===== config.mk =====
export PLATFORM = sky130hd
export DESIGN_NAME = piecewise_linear_curve_lookup_flat
export DESIGN_NICKNAME = d
export VERILOG_FILES = /design/src/hdl/plcl_pkg.sv /design/src/hdl/plcl_if.sv /design/src/hdl/piecewise_linear_curve_lookup.sv /design/src/hdl/plcl_div.sv /design/src/hdl/plcl_datapath.sv /design/src/hdl/plcl_ctrl.sv /design/src/flat_wrapper.sv
export SDC_FILE = /design/constraint.sdc
export NUM_CORES = 2
export LEC_CHECK = 0
export BUFFER_PORTS_ARGS = -buffer_cell sky130_fd_sc_hd__buf_2
export CAP_MARGIN = 20
export CORE_MARGIN = 5
export CORE_UTILIZATION = 59
export DETAILED_ROUTE_END_ITERATION = 8
export PLACE_DENSITY = 0.75
export SLEW_MARGIN = 10
export SYNTH_ARGS = -nofsm -noshare
export SYNTH_HDL_FRONTEND = slang
export SYNTH_HIERARCHICAL = 1
export SYNTH_SLANG_ARGS = --single-unit
export TNS_END_PERCENT = 50

===== constraint.sdc =====
create_clock -name i_clk -period 12.2 [get_ports i_clk]
set_clock_uncertainty 0.2 [all_clocks]
set_input_delay 1.22 -clock i_clk [delete_from_list [all_inputs] [get_ports i_clk]]
set_output_delay 1.22 -clock i_clk [all_outputs]
set_load 0.01 [all_outputs]

===== src/hdl/plcl_pkg.sv =====
// Package for the piecewise linear curve lookup block.
// Holds table sizes, field widths, status and command codes and the
// control/status structs shared by the controller and the datapath.
`default_nettype none

package plcl_pkg;

    localparam int MAX_POINTS = 16;
    localparam int IDX_W      = $clog2(MAX_POINTS);
    localparam int CNT_W      = $clog2(MAX_POINTS + 1);

    localparam int COORD_W    = 16;
    localparam int PROD_W     = 2 * COORD_W;
    localparam int DIV_STEPS  = COORD_W;
    localparam int DIV_CNT_W  = $clog2(DIV_STEPS + 1);

    localparam logic signed [COORD_W-1:0] FAIL_VALUE     = 16'shFF00;
    localparam logic signed [COORD_W-1:0] DOMAIN_MIN_RST = 16'sh8000;
    localparam logic signed [COORD_W-1:0] DOMAIN_MAX_RST = 16'sh7FFF;

    typedef enum logic [0:0] {
        CMD_APPEND = 1'b0,
        CMD_QUERY  = 1'b1
    } t_cmd;

    typedef enum logic [1:0] {
        ST_OK    = 2'd0,
        ST_FULL  = 2'd1,
        ST_NOSEG = 2'd2,
        ST_UNSUP = 2'd3
    } t_status;

    typedef enum logic [1:0] {
        KIND_LINEAR = 2'd0,
        KIND_COSINE = 2'd1,
        KIND_EXP    = 2'd2,
        KIND_LOG    = 2'd3
    } t_kind;

    typedef enum logic [0:0] {
        REG_DOMAIN_MIN = 1'b0,
        REG_DOMAIN_MAX = 1'b1
    } t_reg_idx;

    typedef struct packed {
        logic    load_item;
        logic    load_raw;
        logic    append;
        logic    clr_idx;
        logic    advance;
        logic    capture_seg;
        logic    mul;
        logic    div_start;
        logic    finish;
        logic    set_result;
        logic    result_from_point;
        t_status result_status;
        logic    push;
    } t_ctrl_cmd;

    typedef struct packed {
        logic full;
        logic at_end;
        logic bracket;
        logic exact;
        logic prev_linear;
        logic div_done;
        logic out_free;
    } t_dp_stat;

endpackage

`default_nettype wire


===== src/hdl/plcl_if.sv =====
// Channel interfaces of the curve lookup block: request, result and
// configuration write channels, each with valid/ready. Uses plcl_pkg.
`default_nettype none

interface plcl_in_if;
    logic                                 valid;
    logic                                 ready;
    plcl_pkg::t_cmd                       command;
    logic signed [plcl_pkg::COORD_W-1:0]  coord_x;
    logic signed [plcl_pkg::COORD_W-1:0]  coord_y;
    plcl_pkg::t_kind                      curve_kind;

    modport source (output valid, command, coord_x, coord_y, curve_kind, input ready);
    modport sink   (input valid, command, coord_x, coord_y, curve_kind, output ready);
endinterface

interface plcl_out_if;
    logic                                 valid;
    logic                                 ready;
    logic signed [plcl_pkg::COORD_W-1:0]  value;
    plcl_pkg::t_status                    status;

    modport source (output valid, value, status, input ready);
    modport sink   (input valid, value, status, output ready);
endinterface

interface plcl_cfg_if;
    logic                                 valid;
    logic                                 ready;
    plcl_pkg::t_reg_idx                   index;
    logic [plcl_pkg::COORD_W-1:0]         data;

    modport source (output valid, index, data, input ready);
    modport sink   (input valid, index, data, output ready);
endinterface

`default_nettype wire


===== src/hdl/piecewise_linear_curve_lookup.sv =====
// Piecewise linear curve lookup over up to MAX_POINTS appended breakpoints.
// An append request passes through the append state to the result state.
// A query scans the stored breakpoints, one per cycle, and ends on an exact
// match, on an unsupported segment or at the end of the table; an
// interpolated result goes on through the segment setup, the multiply and
// the restoring divider. One request is in work at a time; its result waits
// in an output register so the next request is taken as soon as the result
// is handed off to that register.
// Depends on plcl_pkg, the channel interfaces, plcl_ctrl and plcl_datapath.
`default_nettype none

module piecewise_linear_curve_lookup (
    input  wire logic  i_clk,
    input  wire logic  i_rst_n,
    plcl_in_if.sink    i_req,
    plcl_out_if.source o_rsp,
    plcl_cfg_if.sink   i_cfg
);

    plcl_pkg::t_ctrl_cmd ctrl_cmd;
    plcl_pkg::t_dp_stat  dp_stat;
    logic                in_ready;
    logic                in_fire;

    assign i_req.ready = in_ready;
    assign in_fire     = i_req.valid && in_ready;
    assign i_cfg.ready = 1'b1;

    plcl_ctrl u_ctrl (
        .i_clk        (i_clk),
        .i_rst_n      (i_rst_n),
        .i_in_fire    (in_fire),
        .i_in_command (i_req.command),
        .o_in_ready   (in_ready),
        .i_stat       (dp_stat),
        .o_cmd        (ctrl_cmd)
    );

    plcl_datapath u_dp (
        .i_clk        (i_clk),
        .i_rst_n      (i_rst_n),
        .i_cmd        (ctrl_cmd),
        .o_stat       (dp_stat),
        .i_cfg_we     (i_cfg.valid),
        .i_cfg_index  (i_cfg.index),
        .i_cfg_data   (i_cfg.data),
        .i_coord_x    (i_req.coord_x),
        .i_coord_y    (i_req.coord_y),
        .i_curve_kind (i_req.curve_kind),
        .i_out_ready  (o_rsp.ready),
        .o_out_valid  (o_rsp.valid),
        .o_out_value  (o_rsp.value),
        .o_out_status (o_rsp.status)
    );

endmodule

`default_nettype wire


===== src/hdl/plcl_div.sv =====
// Restoring divider, one quotient bit per cycle, for the interpolation step.
// Depends on plcl_pkg for widths.
`default_nettype none

module plcl_div (
    input  wire logic                           i_clk,
    input  wire logic                           i_rst_n,
    input  wire logic                           i_start,
    input  wire logic [plcl_pkg::PROD_W-1:0]    i_dividend,
    input  wire logic [plcl_pkg::COORD_W-1:0]   i_divisor,
    output logic                                o_done,
    output logic [plcl_pkg::COORD_W-1:0]        o_quotient
);

    localparam int W = plcl_pkg::COORD_W;

    logic                              r_busy;
    logic                              r_done;
    logic [plcl_pkg::DIV_CNT_W-1:0]    r_cnt;
    logic [W-1:0]                      r_rem;
    logic [W-1:0]                      r_low;
    logic [W-1:0]                      r_div;

    logic [W:0]                        trial;
    logic                              fits;

    // The caller guarantees the quotient fits in W bits, so the upper half
    // of the dividend is already below the divisor and only W steps remain.
    always_comb begin
        trial = {r_rem, r_low[W-1]};
        fits  = (trial >= {1'b0, r_div});
    end

    always_ff @(posedge i_clk) begin
        if (!i_rst_n) begin
            r_busy <= 1'b0;
            r_done <= 1'b0;
            r_cnt  <= '0;
        end else begin
            r_done <= 1'b0;
            if (i_start) begin
                r_busy <= 1'b1;
                r_cnt  <= plcl_pkg::DIV_CNT_W'(plcl_pkg::DIV_STEPS);
            end else if (r_busy) begin
                r_cnt <= r_cnt - plcl_pkg::DIV_CNT_W'(1);
                if (r_cnt == plcl_pkg::DIV_CNT_W'(1)) begin
                    r_busy <= 1'b0;
                    r_done <= 1'b1;
                end
            end
        end
    end

    always_ff @(posedge i_clk) begin
        if (i_start) begin
            r_rem <= i_dividend[plcl_pkg::PROD_W-1:W];
            r_low <= i_dividend[W-1:0];
            r_div <= i_divisor;
        end else if (r_busy) begin
            r_rem <= fits ? W'(trial - {1'b0, r_div}) : trial[W-1:0];
            r_low <= {r_low[W-2:0], fits};
        end
    end

    assign o_done     = r_done;
    assign o_quotient = r_low;

    a_start_idle: assert property (@(posedge i_clk) disable iff (!i_rst_n)
        i_start |-> !r_busy)
        else $error("divider started while busy");

    a_done_after_busy: assert property (@(posedge i_clk) disable iff (!i_rst_n)
        r_done |-> ($past(r_busy) && !r_busy))
        else $error("divider done without a finished run");

endmodule

`default_nettype wire


===== src/hdl/plcl_datapath.sv =====
// Datapath of the curve lookup: breakpoint store, domain registers, scan
// compare, segment multiply, divider and result/output registers.
// Depends on plcl_pkg and plcl_div.
`default_nettype none

module plcl_datapath (
    input  wire logic                                  i_clk,
    input  wire logic                                  i_rst_n,
    input  wire plcl_pkg::t_ctrl_cmd                   i_cmd,
    output plcl_pkg::t_dp_stat                         o_stat,
    input  wire logic                                  i_cfg_we,
    input  wire plcl_pkg::t_reg_idx                    i_cfg_index,
    input  wire logic [plcl_pkg::COORD_W-1:0]          i_cfg_data,
    input  wire logic signed [plcl_pkg::COORD_W-1:0]   i_coord_x,
    input  wire logic signed [plcl_pkg::COORD_W-1:0]   i_coord_y,
    input  wire plcl_pkg::t_kind                       i_curve_kind,
    input  wire logic                                  i_out_ready,
    output logic                                       o_out_valid,
    output logic signed [plcl_pkg::COORD_W-1:0]        o_out_value,
    output plcl_pkg::t_status                          o_out_status
);

    localparam int W = plcl_pkg::COORD_W;

    logic signed [W-1:0]         r_pt_x    [plcl_pkg::MAX_POINTS];
    logic signed [W-1:0]         r_pt_y    [plcl_pkg::MAX_POINTS];
    plcl_pkg::t_kind             r_pt_kind [plcl_pkg::MAX_POINTS];
    logic [plcl_pkg::CNT_W-1:0]  r_count;

    logic signed [W-1:0]         r_dmin;
    logic signed [W-1:0]         r_dmax;

    logic signed [W-1:0]         r_x;
    logic signed [W-1:0]         r_new_y;
    plcl_pkg::t_kind             r_new_kind;

    logic [plcl_pkg::CNT_W-1:0]  r_idx;
    logic signed [W-1:0]         r_prev_x;
    logic signed [W-1:0]         r_prev_y;
    plcl_pkg::t_kind             r_prev_kind;

    logic [W-1:0]                r_dx;
    logic [W-1:0]                r_span;
    logic [W-1:0]                r_dy_mag;
    logic                        r_dy_neg;
    logic signed [W-1:0]         r_y0;
    logic [plcl_pkg::PROD_W-1:0] r_prod;

    logic signed [W-1:0]         r_res_value;
    plcl_pkg::t_status           r_res_status;

    logic                        r_out_valid;
    logic signed [W-1:0]         r_out_value;
    plcl_pkg::t_status           r_out_status;

    logic signed [W-1:0]         x_clamp;
    logic signed [W-1:0]         cur_x;
    logic signed [W-1:0]         cur_y;
    plcl_pkg::t_kind             cur_kind;
    logic                        full;
    logic                        at_end;
    logic [W:0]                  d_dx;
    logic [W:0]                  d_span;
    logic [W:0]                  d_dy;
    logic [W:0]                  d_dy_abs;
    logic                        div_done;
    logic [W-1:0]                div_q;
    logic [W:0]                  interp;
    logic                        out_free;

    // Max test first, then min test, so a crossed domain yields domain_min.
    always_comb begin
        x_clamp = i_coord_x;
        if (x_clamp > r_dmax) x_clamp = r_dmax;
        if (x_clamp < r_dmin) x_clamp = r_dmin;
    end

    always_comb begin
        cur_x    = r_pt_x[r_idx[plcl_pkg::IDX_W-1:0]];
        cur_y    = r_pt_y[r_idx[plcl_pkg::IDX_W-1:0]];
        cur_kind = r_pt_kind[r_idx[plcl_pkg::IDX_W-1:0]];
        full     = (r_count == plcl_pkg::CNT_W'(plcl_pkg::MAX_POINTS));
        at_end   = (r_idx >= r_count);
        d_dx     = {r_x[W-1], r_x} - {r_prev_x[W-1], r_prev_x};
        d_span   = {cur_x[W-1], cur_x} - {r_prev_x[W-1], r_prev_x};
        d_dy     = {cur_y[W-1], cur_y} - {r_prev_y[W-1], r_prev_y};
        d_dy_abs = d_dy[W] ? (W+1)'(-d_dy) : d_dy;
        interp   = r_dy_neg ? ({r_y0[W-1], r_y0} - {1'b0, div_q})
                            : ({r_y0[W-1], r_y0} + {1'b0, div_q});
        out_free = !r_out_valid || i_out_ready;
    end

    // The bracket at the previous index is tested before the exact match at
    // the current one, which keeps the scan order of one index at a time.
    always_comb begin
        o_stat.full        = full;
        o_stat.at_end      = at_end;
        o_stat.bracket     = !at_end && (r_idx != '0) && (r_prev_x < r_x) && (cur_x > r_x);
        o_stat.exact       = !at_end && (cur_x == r_x);
        o_stat.prev_linear = (r_prev_kind == plcl_pkg::KIND_LINEAR);
        o_stat.div_done    = div_done;
        o_stat.out_free    = out_free;
    end

    always_ff @(posedge i_clk) begin
        if (i_cmd.append && !full) begin
            r_pt_x[r_count[plcl_pkg::IDX_W-1:0]]    <= r_x;
            r_pt_y[r_count[plcl_pkg::IDX_W-1:0]]    <= r_new_y;
            r_pt_kind[r_count[plcl_pkg::IDX_W-1:0]] <= r_new_kind;
        end
    end

    always_ff @(posedge i_clk) begin
        if (!i_rst_n) begin
            r_count     <= '0;
            r_dmin      <= plcl_pkg::DOMAIN_MIN_RST;
            r_dmax      <= plcl_pkg::DOMAIN_MAX_RST;
            r_idx       <= '0;
            r_out_valid <= 1'b0;
        end else begin
            if (i_cmd.append && !full) begin
                r_count <= r_count + plcl_pkg::CNT_W'(1);
            end
            if (i_cfg_we) begin
                unique case (i_cfg_index)
                    plcl_pkg::REG_DOMAIN_MIN: r_dmin <= i_cfg_data;
                    plcl_pkg::REG_DOMAIN_MAX: r_dmax <= i_cfg_data;
                    default: ;
                endcase
            end
            if (i_cmd.clr_idx) begin
                r_idx <= '0;
            end else if (i_cmd.advance) begin
                r_idx <= r_idx + plcl_pkg::CNT_W'(1);
            end
            if (i_cmd.push) begin
                r_out_valid <= 1'b1;
            end else if (i_out_ready) begin
                r_out_valid <= 1'b0;
            end
        end
    end

    always_ff @(posedge i_clk) begin
        if (i_cmd.load_item) begin
            // Appends store the raw x; only queries are clamped.
            r_x        <= i_cmd.load_raw ? i_coord_x : x_clamp;
            r_new_y    <= i_coord_y;
            r_new_kind <= i_curve_kind;
        end
        if (i_cmd.advance) begin
            r_prev_x    <= cur_x;
            r_prev_y    <= cur_y;
            r_prev_kind <= cur_kind;
        end
        if (i_cmd.capture_seg) begin
            r_dx     <= d_dx[W-1:0];
            r_span   <= d_span[W-1:0];
            r_dy_mag <= d_dy_abs[W-1:0];
            r_dy_neg <= d_dy[W];
            r_y0     <= r_prev_y;
        end
        if (i_cmd.mul) begin
            r_prod <= r_dx * r_dy_mag;
        end
        if (i_cmd.set_result) begin
            r_res_value  <= i_cmd.result_from_point ? cur_y : plcl_pkg::FAIL_VALUE;
            r_res_status <= i_cmd.result_status;
        end else if (i_cmd.finish) begin
            r_res_value  <= interp[W-1:0];
            r_res_status <= plcl_pkg::ST_OK;
        end
        if (i_cmd.push) begin
            r_out_value  <= r_res_value;
            r_out_status <= r_res_status;
        end
    end

    plcl_div u_div (
        .i_clk      (i_clk),
        .i_rst_n    (i_rst_n),
        .i_start    (i_cmd.div_start),
        .i_dividend (r_prod),
        .i_divisor  (r_span),
        .o_done     (div_done),
        .o_quotient (div_q)
    );

    assign o_out_valid  = r_out_valid;
    assign o_out_value  = r_out_value;
    assign o_out_status = r_out_status;

    a_count_bound: assert property (@(posedge i_clk) disable iff (!i_rst_n)
        r_count <= plcl_pkg::CNT_W'(plcl_pkg::MAX_POINTS))
        else $error("point count beyond table size");

    a_full_holds: assert property (@(posedge i_clk) disable iff (!i_rst_n)
        (i_cmd.append && full) |=> $stable(r_count))
        else $error("append to a full table changed the count");

endmodule

`default_nettype wire


===== src/hdl/plcl_ctrl.sv =====
// Controller of the curve lookup: sequences append, scan, multiply, divide
// and result hand-off. Depends on plcl_pkg for the command/status structs.
`default_nettype none

module plcl_ctrl (
    input  wire logic                 i_clk,
    input  wire logic                 i_rst_n,
    input  wire logic                 i_in_fire,
    input  wire plcl_pkg::t_cmd       i_in_command,
    output logic                      o_in_ready,
    input  wire plcl_pkg::t_dp_stat   i_stat,
    output plcl_pkg::t_ctrl_cmd       o_cmd
);

    typedef enum logic [2:0] {
        S_IDLE,
        S_APPEND,
        S_SCAN,
        S_MUL,
        S_DIV_GO,
        S_DIV,
        S_RESP
    } t_state;

    t_state r_state;
    t_state n_state;
    logic   r_in_ready;

    always_comb begin
        n_state = r_state;
        o_cmd   = '0;
        o_cmd.result_status = plcl_pkg::ST_OK;
        unique case (r_state)
            S_IDLE: begin
                if (i_in_fire) begin
                    o_cmd.load_item = 1'b1;
                    o_cmd.load_raw  = (i_in_command == plcl_pkg::CMD_APPEND);
                    o_cmd.clr_idx   = 1'b1;
                    n_state = (i_in_command == plcl_pkg::CMD_APPEND) ? S_APPEND : S_SCAN;
                end
            end
            S_APPEND: begin
                o_cmd.append        = 1'b1;
                o_cmd.set_result    = 1'b1;
                o_cmd.result_status = i_stat.full ? plcl_pkg::ST_FULL : plcl_pkg::ST_OK;
                n_state = S_RESP;
            end
            S_SCAN: begin
                if (i_stat.at_end) begin
                    o_cmd.set_result    = 1'b1;
                    o_cmd.result_status = plcl_pkg::ST_NOSEG;
                    n_state = S_RESP;
                end else if (i_stat.bracket) begin
                    if (i_stat.prev_linear) begin
                        o_cmd.capture_seg = 1'b1;
                        n_state = S_MUL;
                    end else begin
                        o_cmd.set_result    = 1'b1;
                        o_cmd.result_status = plcl_pkg::ST_UNSUP;
                        n_state = S_RESP;
                    end
                end else if (i_stat.exact) begin
                    o_cmd.set_result        = 1'b1;
                    o_cmd.result_from_point = 1'b1;
                    n_state = S_RESP;
                end else begin
                    o_cmd.advance = 1'b1;
                end
            end
            S_MUL: begin
                o_cmd.mul = 1'b1;
                n_state = S_DIV_GO;
            end
            S_DIV_GO: begin
                o_cmd.div_start = 1'b1;
                n_state = S_DIV;
            end
            S_DIV: begin
                if (i_stat.div_done) begin
                    o_cmd.finish = 1'b1;
                    n_state = S_RESP;
                end
            end
            S_RESP: begin
                if (i_stat.out_free) begin
                    o_cmd.push = 1'b1;
                    n_state = S_IDLE;
                end
            end
            default: n_state = S_IDLE;
        endcase
    end

    always_ff @(posedge i_clk) begin
        if (!i_rst_n) begin
            r_state    <= S_IDLE;
            r_in_ready <= 1'b1;
        end else begin
            r_state    <= n_state;
            r_in_ready <= (n_state == S_IDLE);
        end
    end

    assign o_in_ready = r_in_ready;

    a_ready_idle: assert property (@(posedge i_clk) disable iff (!i_rst_n)
        r_in_ready |-> (r_state == S_IDLE))
        else $error("request taken outside idle");

    a_div_then_finish: assert property (@(posedge i_clk) disable iff (!i_rst_n)
        (r_state == S_DIV_GO) |=> (r_state == S_DIV))
        else $error("divider run not followed");

endmodule

`default_nettype wire


===== src/flat_wrapper.sv =====
// flat-port wrapper written by rule: the top's interface ports become plain ports
module piecewise_linear_curve_lookup_flat 
  (i_clk, i_rst_n, i_req_valid, i_req_command, i_req_coord_x, i_req_coord_y, i_req_curve_kind, i_req_ready, o_rsp_valid, o_rsp_value, o_rsp_status, o_rsp_ready, i_cfg_valid, i_cfg_index, i_cfg_data, i_cfg_ready);
  plcl_in_if i_req_i ();
  plcl_out_if o_rsp_i ();
  plcl_cfg_if i_cfg_i ();
  input  wire logic i_clk;
  input  wire logic i_rst_n;
  input wire logic [$bits(i_req_i.valid)-1:0] i_req_valid;
  input wire logic [$bits(i_req_i.command)-1:0] i_req_command;
  input wire logic [$bits(i_req_i.coord_x)-1:0] i_req_coord_x;
  input wire logic [$bits(i_req_i.coord_y)-1:0] i_req_coord_y;
  input wire logic [$bits(i_req_i.curve_kind)-1:0] i_req_curve_kind;
  output wire logic [$bits(i_req_i.ready)-1:0] i_req_ready;
  output wire logic [$bits(o_rsp_i.valid)-1:0] o_rsp_valid;
  output wire logic [$bits(o_rsp_i.value)-1:0] o_rsp_value;
  output wire logic [$bits(o_rsp_i.status)-1:0] o_rsp_status;
  input wire logic [$bits(o_rsp_i.ready)-1:0] o_rsp_ready;
  input wire logic [$bits(i_cfg_i.valid)-1:0] i_cfg_valid;
  input wire logic [$bits(i_cfg_i.index)-1:0] i_cfg_index;
  input wire logic [$bits(i_cfg_i.data)-1:0] i_cfg_data;
  output wire logic [$bits(i_cfg_i.ready)-1:0] i_cfg_ready;
  assign i_req_i.valid = i_req_valid;
  assign i_req_i.command = i_req_command;
  assign i_req_i.coord_x = i_req_coord_x;
  assign i_req_i.coord_y = i_req_coord_y;
  assign i_req_i.curve_kind = i_req_curve_kind;
  assign i_req_ready = i_req_i.ready;
  assign o_rsp_valid = o_rsp_i.valid;
  assign o_rsp_value = o_rsp_i.value;
  assign o_rsp_status = o_rsp_i.status;
  assign o_rsp_i.ready = o_rsp_ready;
  assign i_cfg_i.valid = i_cfg_valid;
  assign i_cfg_i.index = i_cfg_index;
  assign i_cfg_i.data = i_cfg_data;
  assign i_cfg_ready = i_cfg_i.ready;
  piecewise_linear_curve_lookup u_core (.i_clk(i_clk), .i_rst_n(i_rst_n), .i_req(i_req_i), .o_rsp(o_rsp_i), .i_cfg(i_cfg_i));
endmodule

==> results.tsv <==
metric	value	unit
vias per cell	6.125	
final setup fails	0	
R2R Setup Slk	4.96	ns
clock-pin slew on the worst setup and hold paths	0.06	ns
worst hold start	u_core/u_dp/r_span[11]	
clock latency on the worst-skew pair	0.65	ns
Post-Layout Cell Count	4512	
Final Critical Period	7.243	ns
Placer Congestion	0.8826	
Max-Cap Viols	0	
Hold WC Path Type	reg -> reg	
CP arrival	7.45	ns
die width	289.7	um
# fillers	5451	
die area	83920	um2
Die Y	289.7	um
IO buf count	76	
drt first pass iters	5	
core box area	77470	um2
Crit. End Element	flip-flop	
CP Launch Type	flip-flop	
outcome	finished clean	
Worst Reg2Reg Path Length in Cells	22	
r2r endpoint	u_core/u_dp/r_res_value[15]	
synth unique cells	101	
largest net degree at the start of global routing	69	
Area Overhead vs Synth	9.543	%
CP max-delay cell	dfxtp_4	
Top-Level Pins	78	
cells after synthesis	3318	
critical path data required time	12.41	ns
CP Buf/Inv Count	3	
hold depth	0	
Slew @ Worst Pin	1.022	ns
Reg area	24980	um2
Remaining Overflow, GRT	0	
f_max	0.1381	GHz
max-slew violation count	0	
synth top area cells	edfxtp_1 52%, fa_1 8.6%, mux4_2 8.3%	
post-DP HPWL	70670	um
vias after detailed routing	27630	
EDFF count, synth	793	
worst vdd ir	124.0	uV
GRT Util Overall	25.91	%
antenna violations before repair	1	
Post-DP Area	47660	um2
hold path endpoint	u_core/u_dp/u_div/r_div[11]	
Detailed Route WL	107200	um
drt drc	0	
Syn Nets	3818	
CTS tree	yes	
Initial Util	59.58	%
Post-synth top flop	edfxtp_1	
Synth top area share	51.60	%
Resized Gates After CTS	0	
# rows	102	
crit share post-route	59.37	%
Power, Total	8313	uW
Post-synth ARST share	0	%
YS warnings	6	
Relative slew margins	30.92	%
Setup CP Type	reg -> reg	
met2 wire length	54870	um
clk sinks	851	
Max Root-Sink Buffers	3	
Pleak	0.01878	uW
flops & latches, synth	851	
final instance area	50560	um2
vias in the first global route	28710	
met1 wire length	41350	um
cell taking the most area after synthesis	edfxtp_1	
Top delay family on crit path	simple AND/OR/NAND/NOR gates	
register area share after synthesis	54.11	%
Post-CTS Setup Bufs	0	
first-pass GRT wire length	166200	um
DR iter-0 viols	2576	
htree depth	3	
highest routed layer	met4	
CTS Root Cell	clkbuf_16	
CTS Hold Bufs	0	
most common cell after layout, fill and taps aside	edfxtp_1	
total CTS buffers	86	
crit path cell chain	buf_4, mux4_2, mux4_2, inv_1, ha_1, nor2b_1, o21a_1, o21a_1, o21a_1, o21a_1, o21a_1, o211ai_1, a21oi_1, nor4bb_1, nand2_1, a21oi_1, nor2_1, o21ba_1, buf_4, or4_1, o211ai_1, nor2_1	
multi-input combinational cell area	19300	um2
post-route ant nets	0	
nets	3897	
Max FO, Critical Path	68	
pre-CTS WS	4.556	ns
Hold Fails Final Rpt	0	
unrepaired setup endpoints after global routing	no	
WL met3	8165	um
CP peak stage delay	0.92	ns
cell mode on critical path	o21a_1	
final worst setup slack	4.957	ns
most frequent cells in the layout	793 x edfxtp_1, 394 x inv_1, 295 x nand2_1	
pwr/cell area	164.4	nW/um2
Post-Syn Area	46150	um2
DP Cell Count	4346	
share of layout cells above drive strength 1	14.38	%
Post-Synthesis Mean Instance Area	13.91	um2
TNS Setup	0	ns
WL/cell	23.75	um
==> flip-flops by register name, summed over array words and instances, names as in the netlist, 3 cells and up, named ones only <==
register	cells
u_core/u_dp/r_span	16
u_core/u_dp/r_dmax	16
u_core/u_dp/r_prev_x	16
u_core/u_dp/u_div/o_quotient	16
u_core/u_dp/r_prod	32
u_core/u_dp/r_res_value	16
u_core/u_dp/r_y0	16
u_core/u_dp/r_dmin	16
u_core/u_ctrl/r_state	3
u_core/u_dp/r_x	16
u_core/u_dp/u_div/r_cnt	5
u_core/u_dp/r_new_y	16
u_core/u_dp/r_dx	16
u_core/u_dp/r_dy_mag	16
u_core/u_dp/u_div/r_div	16
u_core/u_dp/r_pt_kind	32
u_core/u_dp/r_prev_y	16
u_core/u_dp/r_pt_y	256
u_core/u_dp/r_idx	5
u_core/u_dp/r_count	5
u_core/u_dp/u_div/r_rem	16
u_core/u_dp/r_pt_x	256
u_core/u_dp/o_out_value	16
==> how the worst max path moves through the flow <==
stage / start / slack [ns] / to / depth (start not counted)
final: flip-flop / 4.96 / u_core/u_dp/r_res_value[15] / 22
after global routing: flip-flop / 4.60 / u_core/u_dp/r_res_value[15] / 22
after CTS: flip-flop / 4.47 / u_core/u_dp/r_span[11] / 17
after detailed placement: flip-flop / 4.56 / u_core/u_dp/r_span[12] / 17
after global placement: flip-flop / 4.78 / u_core/u_dp/r_span[14] / 17
after floorplan: flip-flop / 3.20 / u_core/u_ctrl/o_in_ready / 19
==> routing by layer <==
metal  vias up  global-route usage, %
met5         -                      0
met4         0                  7.358
met3       197                  3.827
met2      1254                  45.02
met1     14010                  34.51
li1      12170                      -
==> cells in the mapped netlist, drive strengths merged, types with 5 or more instances <==
cell type and instances:
edfxtp 793, inv 395, nand2 296, ha 244, fa 199, mux4 170
and2 138, a21oi 121, nor2 111, xnor2 98, clkbuf 79, o21ai 69
dfxtp 58, buf 38, mux2i 34, nor3 34, a21o 31, nand3 31
o211ai 29, a21boi 28, nand2b 25, xor2 25, nand4 24, o21a 22
nor2b 21, o221ai 19, a31oi 16, mux2 16, a211oi 12, and3 12
o31ai 11, or3 10, o21bai 9, a211o 8, nor4 8, a31o 6
a41oi 6, o22a 6, o41ai 6, or2 6, a2111oi 5
==> logic make-up (layout without fill, tap and decap cells) <==
logic type	count (synthesis)	count (layout)	share of synthesized area (%)
AO/OA/AOI/OAI	430	430	6.609
flip-flops	851	851	54.11
AND/OR/NAND/NOR	737	737	7.854
adder cells (fa/ha/maj)	443	443	15.25
XOR/XNOR	124	124	2.386
other	1	2	0.008125
multiplexers	220	220	9.423
buffers and inverters	512	665	4.362
==> worst reg2reg max path, cell delays in order (launching register included) <==
cell,delay [ns]
dfxtp_4,0.92
buf_4,0.90
mux4_2,0.44
mux4_2,0.53
inv_1,0.12
ha_1,0.16
nor2b_1,0.05
o21a_1,0.16
o21a_1,0.16
o21a_1,0.16
o21a_1,0.17
o21a_1,0.17
o211ai_1,0.21
a21oi_1,0.12
nor4bb_1,0.88
nand2_1,0.25
a21oi_1,0.23
nor2_1,0.06
o21ba_1,0.21
buf_4,0.22
or4_1,0.54
o211ai_1,0.09
nor2_1,0.05
==> cell type report <==
type	count	share of cell area [%]
sequential	851	49.42
multi-input combinational	1955	38.17
clock buffer	115	4.591
inverter	395	2.933
tap	1040	2.574
timing repair buffer	108	1.250
clock inverter	47	1.064
antenna	1	0.004950
==> power breakdown <==
part           switching, uW  leakage [uW]  internal, uW
logic                   1060       0.00976           731
registers                254       0.00764          3650
clock network           1130       0.00138          1490
==> per-stage QoR <==
step	hold WS, ns	util, %
global route	0.2214	65.26
detailed placement	0.2045	61.53
CTS	0.2152	65.22
floorplan	0.2003	-
global placement	0.2028	61.53
finish	0.2150	65.26
(Power assumes the default switching activity.)
